<file path="config.mk">
export PLATFORM = sky130hd
export DESIGN_NAME = bracket_matching_run_length_tokenizer
export DESIGN_NICKNAME = d
export VERILOG_FILES = /design/src/hdl/bmrlt_pkg.sv /design/src/hdl/bmrlt_cell.sv /design/src/hdl/bmrlt_outq.sv /design/src/hdl/bracket_matching_run_length_tokenizer.sv
export SDC_FILE = /design/constraint.sdc
export NUM_CORES = 2
export LEC_CHECK = 0
export ABC_AREA = 1
export CORE_MARGIN = 2
export CORE_UTILIZATION = 45
export CTS_BUF_LIST = sky130_fd_sc_hd__clkbuf_4 sky130_fd_sc_hd__clkbuf_8
export CTS_CLUSTER_DIAMETER = 50
export CTS_CLUSTER_SIZE = 10
export DETAILED_ROUTE_END_ITERATION = 8
export DONT_BUFFER_PORTS = 1
export GPL_TIMING_DRIVEN = 0
export PLACE_DENSITY_LB_ADDON = 0.25
export SYNTH_ARGS = -nofsm -noshare
export SYNTH_HDL_FRONTEND = slang
export SYNTH_SLANG_ARGS = --single-unit
</file>
<file path="constraint.sdc">
create_clock -name aclk -period 118.4 [get_ports aclk]
set_input_delay 11.84 -clock aclk [delete_from_list [all_inputs] [get_ports aclk]]
set_output_delay 11.84 -clock aclk [all_outputs]
set_load 0.005 [all_outputs]
</file>
<file path="src/hdl/bmrlt_pkg.sv">
package bmrlt_pkg;

    // Default sizes
    localparam int DEF_STACK_DEPTH = 128;
    localparam int DEF_COUNT_BITS  = 16;

    // Fixed field widths
    localparam int BYTE_W   = 8;
    localparam int KIND_W   = 3;
    localparam int ARG_W    = 16;
    localparam int STATUS_W = 2;

    // Operation kinds
    localparam logic [KIND_W-1:0] OP_INC   = 3'd0;
    localparam logic [KIND_W-1:0] OP_DEC   = 3'd1;
    localparam logic [KIND_W-1:0] OP_LEFT  = 3'd2;
    localparam logic [KIND_W-1:0] OP_RIGHT = 3'd3;
    localparam logic [KIND_W-1:0] OP_IN    = 3'd4;
    localparam logic [KIND_W-1:0] OP_OUT   = 3'd5;
    localparam logic [KIND_W-1:0] OP_OPEN  = 3'd6;
    localparam logic [KIND_W-1:0] OP_CLOSE = 3'd7;

    // Status codes
    localparam logic [STATUS_W-1:0] ST_OK        = 2'd0;
    localparam logic [STATUS_W-1:0] ST_OVERFLOW  = 2'd1;
    localparam logic [STATUS_W-1:0] ST_UNDERFLOW = 2'd2;

    // Source characters
    localparam logic [BYTE_W-1:0] CH_PLUS  = 8'h2B;
    localparam logic [BYTE_W-1:0] CH_MINUS = 8'h2D;
    localparam logic [BYTE_W-1:0] CH_LT    = 8'h3C;
    localparam logic [BYTE_W-1:0] CH_GT    = 8'h3E;
    localparam logic [BYTE_W-1:0] CH_COMMA = 8'h2C;
    localparam logic [BYTE_W-1:0] CH_DOT   = 8'h2E;
    localparam logic [BYTE_W-1:0] CH_LBRK  = 8'h5B;
    localparam logic [BYTE_W-1:0] CH_RBRK  = 8'h5D;

    // One result transaction
    typedef struct packed {
        logic [KIND_W-1:0]   op_kind;
        logic [ARG_W-1:0]    op_argument;
        logic [STATUS_W-1:0] status;
        logic                last_of_run;
        logic                program_done;
    } res_t;

    // Decoded token
    typedef struct packed {
        logic              valid;
        logic [KIND_W-1:0] kind;
    } tok_t;

    // Stack cell control
    typedef struct packed {
        logic push;
        logic pop;
    } stk_ctl_t;

    function automatic tok_t classify(input logic [BYTE_W-1:0] b);
        tok_t t;
        t.valid = 1'b1;
        t.kind  = OP_INC;
        case (b)
            CH_PLUS:  t.kind = OP_INC;
            CH_MINUS: t.kind = OP_DEC;
            CH_LT:    t.kind = OP_LEFT;
            CH_GT:    t.kind = OP_RIGHT;
            CH_COMMA: t.kind = OP_IN;
            CH_DOT:   t.kind = OP_OUT;
            CH_LBRK:  t.kind = OP_OPEN;
            CH_RBRK:  t.kind = OP_CLOSE;
            default:  t.valid = 1'b0;
        endcase
        return t;
    endfunction

endpackage

</file>
<file path="src/hdl/bmrlt_cell.sv">
module bmrlt_cell (
    input  logic                        aclk,
    input  bmrlt_pkg::stk_ctl_t         ctl,
    input  logic [bmrlt_pkg::ARG_W-1:0] upper_data,
    input  logic [bmrlt_pkg::ARG_W-1:0] lower_data,
    output logic [bmrlt_pkg::ARG_W-1:0] data
);

    logic [bmrlt_pkg::ARG_W-1:0] data_reg;
    logic [bmrlt_pkg::ARG_W-1:0] data_next;

    // Shift down on push, up on pop, otherwise hold
    always_comb begin
        data_next = data_reg;
        if (ctl.push) begin
            data_next = upper_data;
        end else if (ctl.pop) begin
            data_next = lower_data;
        end
    end

    always_ff @(posedge aclk) begin
        data_reg <= data_next;
    end

    assign data = data_reg;

endmodule

</file>
<file path="src/hdl/bmrlt_outq.sv">
module bmrlt_outq (
    input  logic                aclk,
    input  logic                aresetn,
    input  logic [1:0]          wr_count,
    input  bmrlt_pkg::res_t     wr_res0,
    input  bmrlt_pkg::res_t     wr_res1,
    output logic                room,
    output logic                m_valid,
    input  logic                m_ready,
    output bmrlt_pkg::res_t     m_res
);

    bmrlt_pkg::res_t q_reg [4];
    logic [1:0] head_reg, head_next;
    logic [1:0] tail_reg, tail_next;
    logic [2:0] count_reg, count_next;
    logic       pop;

    assign pop     = m_valid && m_ready;
    assign m_valid = (count_reg != 3'd0);
    assign m_res   = q_reg[head_reg];
    assign room    = (count_reg <= 3'd2);

    // Advance pointers and occupancy
    always_comb begin
        head_next  = head_reg + {1'b0, pop};
        tail_next  = tail_reg + wr_count;
        count_next = count_reg + {1'b0, wr_count} - {2'b00, pop};
    end

    always_ff @(posedge aclk) begin
        if (!aresetn) begin
            head_reg  <= '0;
            tail_reg  <= '0;
            count_reg <= '0;
        end else begin
            head_reg  <= head_next;
            tail_reg  <= tail_next;
            count_reg <= count_next;
        end
    end

    // Store up to two results a cycle
    always_ff @(posedge aclk) begin
        if (wr_count != 2'd0) begin
            q_reg[tail_reg] <= wr_res0;
        end
        if (wr_count == 2'd2) begin
            q_reg[tail_reg + 2'd1] <= wr_res1;
        end
    end

    a_count_bound: assert property (@(posedge aclk) disable iff (!aresetn)
        count_reg <= 3'd4)
        else $error("result queue occupancy out of range");

    a_no_overfill: assert property (@(posedge aclk) disable iff (!aresetn)
        wr_count != 2'd0 |-> count_reg <= 3'd2)
        else $error("result queue written without room");

    a_ptr_match: assert property (@(posedge aclk) disable iff (!aresetn)
        (count_reg == 3'd0 || count_reg == 3'd4) |-> head_reg == tail_reg)
        else $error("result queue pointers inconsistent");

endmodule

</file>
<file path="src/hdl/bracket_matching_run_length_tokenizer.sv">
// Bracket-matching run-length tokenizer.
// Input channel (s_valid/s_ready): one source byte per transaction, with
// s_end_of_source marking the last byte of a program. Bytes other than the
// eight tokens are dropped; runs of + - < > are merged into one counted
// operation; [ and ] are matched through a bracket stack.
// Result channel (m_valid/m_ready): one operation per transaction, carrying
// kind, argument, status, last_of_run (last result of its byte) and
// program_done (last result of the final byte).
// A byte's results enter the result queue on acceptance; with the queue
// empty, its first result is offered the cycle after. One byte per cycle is
// taken while m_ready stays high and each byte gives at most one result;
// bytes giving two outrun the single result port, draining one transaction
// a cycle from a four-entry result queue. The bracket stack is a chain of
// STACK_DEPTH cells shifting one place per push or pop at any bracket depth.
// Reset clears all control state; the stack cells hold no reset value and
// are never read before written. After an error every byte yields one
// error result until the end of the program. When the receiver stalls, the
// queue absorbs results and s_ready drops once fewer than two slots remain.
module bracket_matching_run_length_tokenizer #(
    parameter int STACK_DEPTH = bmrlt_pkg::DEF_STACK_DEPTH,
    parameter int COUNT_BITS  = bmrlt_pkg::DEF_COUNT_BITS
) (
    input  logic                              aclk,
    input  logic                              aresetn,
    input  logic                              s_valid,
    output logic                              s_ready,
    input  logic [bmrlt_pkg::BYTE_W-1:0]      s_source_byte,
    input  logic                              s_end_of_source,
    output logic                              m_valid,
    input  logic                              m_ready,
    output logic [bmrlt_pkg::KIND_W-1:0]      m_op_kind,
    output logic [bmrlt_pkg::ARG_W-1:0]       m_op_argument,
    output logic [bmrlt_pkg::STATUS_W-1:0]    m_status,
    output logic                              m_last_of_run,
    output logic                              m_program_done
);

    localparam int DEPTH_W = $clog2(STACK_DEPTH + 1);
    localparam int ARG_W   = bmrlt_pkg::ARG_W;

    // Control state
    logic                            pend_reg, pend_next;
    logic [1:0]                      pkind_reg, pkind_next;
    logic [COUNT_BITS-1:0]           run_reg, run_next;
    logic [ARG_W-1:0]                opidx_reg, opidx_next;
    logic [ARG_W-1:0]                label_reg, label_next;
    logic [DEPTH_W-1:0]              depth_reg, depth_next;
    logic                            err_reg, err_next;
    logic [bmrlt_pkg::STATUS_W-1:0]  errcode_reg, errcode_next;

    logic                   accept;
    logic                   room;
    bmrlt_pkg::tok_t        tok;
    bmrlt_pkg::res_t        res_v [2];
    bmrlt_pkg::res_t        cand;
    logic [1:0]             n_v;
    logic [1:0]             wr_count;
    logic                   push_v, pop_v;
    logic [ARG_W-1:0]       push_val;
    bmrlt_pkg::stk_ctl_t    stk_ctl;
    bmrlt_pkg::res_t        m_res;
    logic [ARG_W-1:0]       cell_data [STACK_DEPTH];

    assign s_ready = room;
    assign accept  = s_valid && s_ready;
    assign tok     = bmrlt_pkg::classify(s_source_byte);

    // Work out the results and next state of one byte
    always_comb begin
        pend_next    = pend_reg;
        pkind_next   = pkind_reg;
        run_next     = run_reg;
        opidx_next   = opidx_reg;
        label_next   = label_reg;
        depth_next   = depth_reg;
        err_next     = err_reg;
        errcode_next = errcode_reg;
        res_v[0]     = '0;
        res_v[1]     = '0;
        cand         = '0;
        n_v          = 2'd0;
        push_v       = 1'b0;
        pop_v        = 1'b0;
        push_val     = '0;

        if (err_reg) begin
            // Stopped: report the stored error
            cand.op_kind = bmrlt_pkg::OP_INC;
            cand.status  = errcode_reg;
            res_v[n_v[0]] = cand;
            n_v = n_v + 2'd1;
        end else if (tok.valid && !tok.kind[2]) begin
            // Run token: extend or restart the pending run
            if (pend_next && pkind_next == tok.kind[1:0] && !(&run_next)) begin
                run_next = run_next + COUNT_BITS'(1);
            end else begin
                if (pend_next) begin
                    cand = '0;
                    cand.op_kind     = {1'b0, pkind_next};
                    cand.op_argument = ARG_W'(run_next);
                    res_v[n_v[0]] = cand;
                    n_v = n_v + 2'd1;
                    opidx_next = opidx_next + ARG_W'(1);
                end
                pend_next  = 1'b1;
                pkind_next = tok.kind[1:0];
                run_next   = COUNT_BITS'(1);
            end
        end else if (tok.valid) begin
            // Other token: flush the run first
            if (pend_next) begin
                cand = '0;
                cand.op_kind     = {1'b0, pkind_next};
                cand.op_argument = ARG_W'(run_next);
                res_v[n_v[0]] = cand;
                n_v = n_v + 2'd1;
                opidx_next = opidx_next + ARG_W'(1);
                pend_next  = 1'b0;
                run_next   = '0;
            end
            cand = '0;
            cand.op_kind = tok.kind;
            if (tok.kind == bmrlt_pkg::OP_OPEN) begin
                if (depth_reg == DEPTH_W'(STACK_DEPTH)) begin
                    err_next     = 1'b1;
                    errcode_next = bmrlt_pkg::ST_OVERFLOW;
                    cand.status  = bmrlt_pkg::ST_OVERFLOW;
                end else begin
                    push_v           = 1'b1;
                    push_val         = opidx_next + ARG_W'(1);
                    depth_next       = depth_reg + DEPTH_W'(1);
                    cand.op_argument = label_reg;
                    label_next       = label_reg + ARG_W'(1);
                    opidx_next       = opidx_next + ARG_W'(1);
                end
            end else if (tok.kind == bmrlt_pkg::OP_CLOSE) begin
                if (depth_reg == '0) begin
                    err_next     = 1'b1;
                    errcode_next = bmrlt_pkg::ST_UNDERFLOW;
                    cand.status  = bmrlt_pkg::ST_UNDERFLOW;
                end else begin
                    pop_v            = 1'b1;
                    depth_next       = depth_reg - DEPTH_W'(1);
                    cand.op_argument = cell_data[0];
                    opidx_next       = opidx_next + ARG_W'(1);
                end
            end else begin
                opidx_next = opidx_next + ARG_W'(1);
            end
            res_v[n_v[0]] = cand;
            n_v = n_v + 2'd1;
        end

        // Flush the run still pending at the end of the source
        if (s_end_of_source && !err_next && pend_next) begin
            cand = '0;
            cand.op_kind     = {1'b0, pkind_next};
            cand.op_argument = ARG_W'(run_next);
            res_v[n_v[0]] = cand;
            n_v = n_v + 2'd1;
        end

        // Mark the final result of this byte
        if (n_v == 2'd2) begin
            res_v[1].last_of_run  = 1'b1;
            res_v[1].program_done = s_end_of_source;
        end else if (n_v == 2'd1) begin
            res_v[0].last_of_run  = 1'b1;
            res_v[0].program_done = s_end_of_source;
        end

        // Return to the reset state after the final byte
        if (s_end_of_source) begin
            pend_next    = 1'b0;
            pkind_next   = '0;
            run_next     = '0;
            opidx_next   = '0;
            label_next   = '0;
            depth_next   = '0;
            err_next     = 1'b0;
            errcode_next = bmrlt_pkg::ST_OK;
        end
    end

    always_ff @(posedge aclk) begin
        if (!aresetn) begin
            pend_reg    <= 1'b0;
            pkind_reg   <= '0;
            run_reg     <= '0;
            opidx_reg   <= '0;
            label_reg   <= '0;
            depth_reg   <= '0;
            err_reg     <= 1'b0;
            errcode_reg <= bmrlt_pkg::ST_OK;
        end else if (accept) begin
            pend_reg    <= pend_next;
            pkind_reg   <= pkind_next;
            run_reg     <= run_next;
            opidx_reg   <= opidx_next;
            label_reg   <= label_next;
            depth_reg   <= depth_next;
            err_reg     <= err_next;
            errcode_reg <= errcode_next;
        end
    end

    // Bracket stack: chain of cells, top of stack in the first cell
    assign stk_ctl.push = accept && push_v;
    assign stk_ctl.pop  = accept && pop_v;

    generate
        for (genvar i = 0; i < STACK_DEPTH; i++) begin : g_cell
            logic [ARG_W-1:0] upper_d;
            logic [ARG_W-1:0] lower_d;
            if (i == 0) begin : g_top
                assign upper_d = push_val;
            end else begin : g_mid
                assign upper_d = cell_data[i-1];
            end
            if (i == STACK_DEPTH - 1) begin : g_bottom
                assign lower_d = cell_data[i];
            end else begin : g_inner
                assign lower_d = cell_data[i+1];
            end
            bmrlt_cell u_cell (
                .aclk       (aclk),
                .ctl        (stk_ctl),
                .upper_data (upper_d),
                .lower_data (lower_d),
                .data       (cell_data[i])
            );
        end
    endgenerate

    // Result queue
    assign wr_count = accept ? n_v : 2'd0;

    bmrlt_outq u_outq (
        .aclk     (aclk),
        .aresetn  (aresetn),
        .wr_count (wr_count),
        .wr_res0  (res_v[0]),
        .wr_res1  (res_v[1]),
        .room     (room),
        .m_valid  (m_valid),
        .m_ready  (m_ready),
        .m_res    (m_res)
    );

    assign m_op_kind      = m_res.op_kind;
    assign m_op_argument  = m_res.op_argument;
    assign m_status       = m_res.status;
    assign m_last_of_run  = m_res.last_of_run;
    assign m_program_done = m_res.program_done;

    a_depth_bound: assert property (@(posedge aclk) disable iff (!aresetn)
        depth_reg <= DEPTH_W'(STACK_DEPTH))
        else $error("bracket stack depth beyond capacity");

    a_end_clears: assert property (@(posedge aclk) disable iff (!aresetn)
        accept && s_end_of_source |=> depth_reg == '0 && !pend_reg && !err_reg)
        else $error("state not cleared after final byte");

    a_err_code: assert property (@(posedge aclk) disable iff (!aresetn)
        err_reg |-> errcode_reg != bmrlt_pkg::ST_OK)
        else $error("error stop without error code");

    a_run_nonzero: assert property (@(posedge aclk) disable iff (!aresetn)
        pend_reg |-> run_reg != '0)
        else $error("pending run with zero count");

endmodule
</file>
==> metrics <==
std cell rows 170; Vias/cell 5.093; drt drc 0; Synth area leader edfxtp_1; Resized cells post-CTS 0; Sw Pwr 0.0003027 W; area of the multi-input gates 28360 um2; RSZ-0062 raised after global routing false; max FFs per register 2048; HP Class reg2reg; IO buf count 0; Max VDD drop 0.01201 mV; pre-CTS WS 102.46 ns; total power 0.001414 W; # IOs 38; Seq/Total Area, Yosys 67.84%; CP arrival 15.65 ns; clock skew 0.04689 ns; clk root buf clkbuf_8; Final Hold Fails 0; Comb pwr share 2.5%; drt total wl 220.2 mm; filler cell count 19778; fmax 66.86 MHz; final hold slack 0.4391 ns; first-pass GRT wire length 356.0 mm; core area 214200 um2; Synth area leaders edfxtp_1 (66%), nand2_1 (25%), clkbuf_1 (1.9%), dfxtp_1 (1.4%), o21ai_0 (1.1%); area delta synth->final 10.47%; Slew @ Worst Pin 1.273 ns; TritonCTS clock tree built; flop2flop setup slack 114.10 ns; ratio of total power to cell area 13.23 nW/um2; worst setup margin 103.44 ns; FF+latch area 65640 um2; Critical Path RT 119.09 ns; min Tclk post-route 14.96 ns; max cap viols 0; vias in the first global route 68069; Yosys reg bits 2209; initial antenna violation count 3; Detail Route Antenna Nets 0; via count 68393; Pins Over Slew Limit 0; Post-Syn Area 96760 um2; final period utilization 12.63%; sw frac 21.41%; Synthesis Warnings 0; Final nets 10533; gr ovfl total 0; # Post-CTS Setup Buffers 0; CP Class in2reg; setup tns final 0 ns; Synthesized Nets 10161; drt pass-1 iters 6; max_slew headroom 14.90%; H-Tree Depth 5; Max FO, Critical Path 30; Die Area 218700 um2; syn avg cell area 9.551 um2; synth unique cells 49; Initial Utilization 45.17%; Synth top area share 66.42%; Clock Tree Buf Depth 4; Pleak 43.59 nW; startpoint types primary input; Iter 0 DRT Violations 6012; # clock sinks 2209; wire per inst 16.40 um; Die X 467.7 um; clock transition at the registers of the reported paths 0.08 ns; gr usage total 19.88%; GPL Wtd Cong 0.8942; CP Capture Type flop; status completed; power share of the sequential group 60.1%; layout cells sized above 1 4.940%; commonest non-fill, non-tap cell in the layout nand2_1; clock latency on the worst-skew pair 1.02 ns; hold_buf cts 0; clock network power share 37.4%; P_int 0.001111 W; largest net degree at the start of global routing 33; total clock buffers created by CTS 290; final setup fails 0; most frequent cells in the layout nand2_1 (6467), edfxtp_1 (2140), clkbuf_1 (481); die height 467.7 um; Mapped Cells 10130; Final HPWL DP 156.8 mm
==> path summary, 6_finish.rpt <==
kind	startpoint	to	cells past startpoint
min reg2reg	g_cell[126].u_cell.data[10]	g_cell[127].u_cell.data[10]	0
max	s_source_byte[2]	g_cell[59].u_cell.data[12]	16
max reg2reg	depth_reg[0]	g_cell[59].u_cell.data[12]	16
min	g_cell[126].u_cell.data[10]	g_cell[127].u_cell.data[10]	0
==> area by class of cell <==
| type | count | area share, % |
|---|---|---|
| Sequential cell | 2209 | 61.42 |
| Antenna cell | 3 | 0.007024 |
| Clock buffer | 330 | 4.062 |
| Buffer | 520 | 1.898 |
| Inverter | 193 | 0.6872 |
| Timing Repair Buffer | 80 | 1.639 |
| Tap cell | 2838 | 3.322 |
| Clock inverter | 48 | 0.4296 |
| Multi-Input combinational cell | 7208 | 26.54 |
==> cells by family after synthesis <==
| family | count (synthesis) | share of synthesized area [%] |
|---|---|---|
| simple gates | 6794 | 26.78 |
| flops | 2209 | 67.84 |
| fa+ha+maj | 18 | 0.2483 |
| xor+xnor | 19 | 0.1720 |
| buf+inv | 713 | 2.851 |
| compound gates | 376 | 2.092 |
| mux | 1 | 0.01035 |
==> stage by stage <==
step	instances	util [%]	instance area, um2
6_report	13429	49.90	106900
5_1_grt	13428	49.90	106900
4_1_cts	13426	49.90	106900
3_5_place_dp	13048	47.65	102100
3_3_place_gp	12968	46.83	100300
2_1_floorplan	10130	-	96760
==> power groups by stage <==
| stage | combinational, W | sequential, W | clock (W) |
|---|---|---|---|
| 6_report | 0.0000355 | 0.000849 | 0.000529 |
| 5_1_grt | 0.0000392 | 0.000849 | 0.000574 |
| 4_1_cts | 0.0000357 | 0.000849 | 0.000546 |
| 3_5_place_dp | 0.0000356 | 0.000867 | 0 |
| 3_3_place_gp | 0.0000343 | 0.000879 | 0 |
| 2_1_floorplan | 0.0000227 | 0.000875 | 0 |
==> per-layer routing <==
metal | GRT usage, % | vias up | part of all wire, %
met1 | 28.55 | 32727 | 47
met4 | 5.665 | 0 | 2.4
li1 | - | 33439 | -
met5 | 0 | - | 0
met2 | 31.45 | 1823 | 45
met3 | 2.957 | 404 | 5.5
==> critical path: stages <==
cell,delay [ns]
inv_1,0.04
nand4_1,0.19
nor2_4,0.32
nand2_2,0.14
clkbuf_1,0.27
a21oi_4,0.51
buf_12,0.27
buf_12,0.23
buf_12,0.22
buf_12,0.23
buf_12,0.22
buf_12,0.22
buf_16,0.20
buf_12,0.22
buf_12,0.23
buf_16,0.20
==> Yosys cell counts (all sizes together) <==
cell type	n
buf	37
nand4	21
o22ai	30
nor3b	3
clkinv	5
dfxtp	69
a211oi	3
or2	9
o211ai	13
o21a	9
a21boi	1
nand3	101
and3	1
o21ai	215
nand3b	2
o21bai	1
ha	16
xor2	13
xnor2	6
nor2	167
edfxtp	2140
a21o	1
nor3	17
mux2i	1
a21oi	83
a31oi	15
a22oi	5
nand2	6473
clkbuf	483
fa	2
inv	188
(Power assumes the default switching activity.)
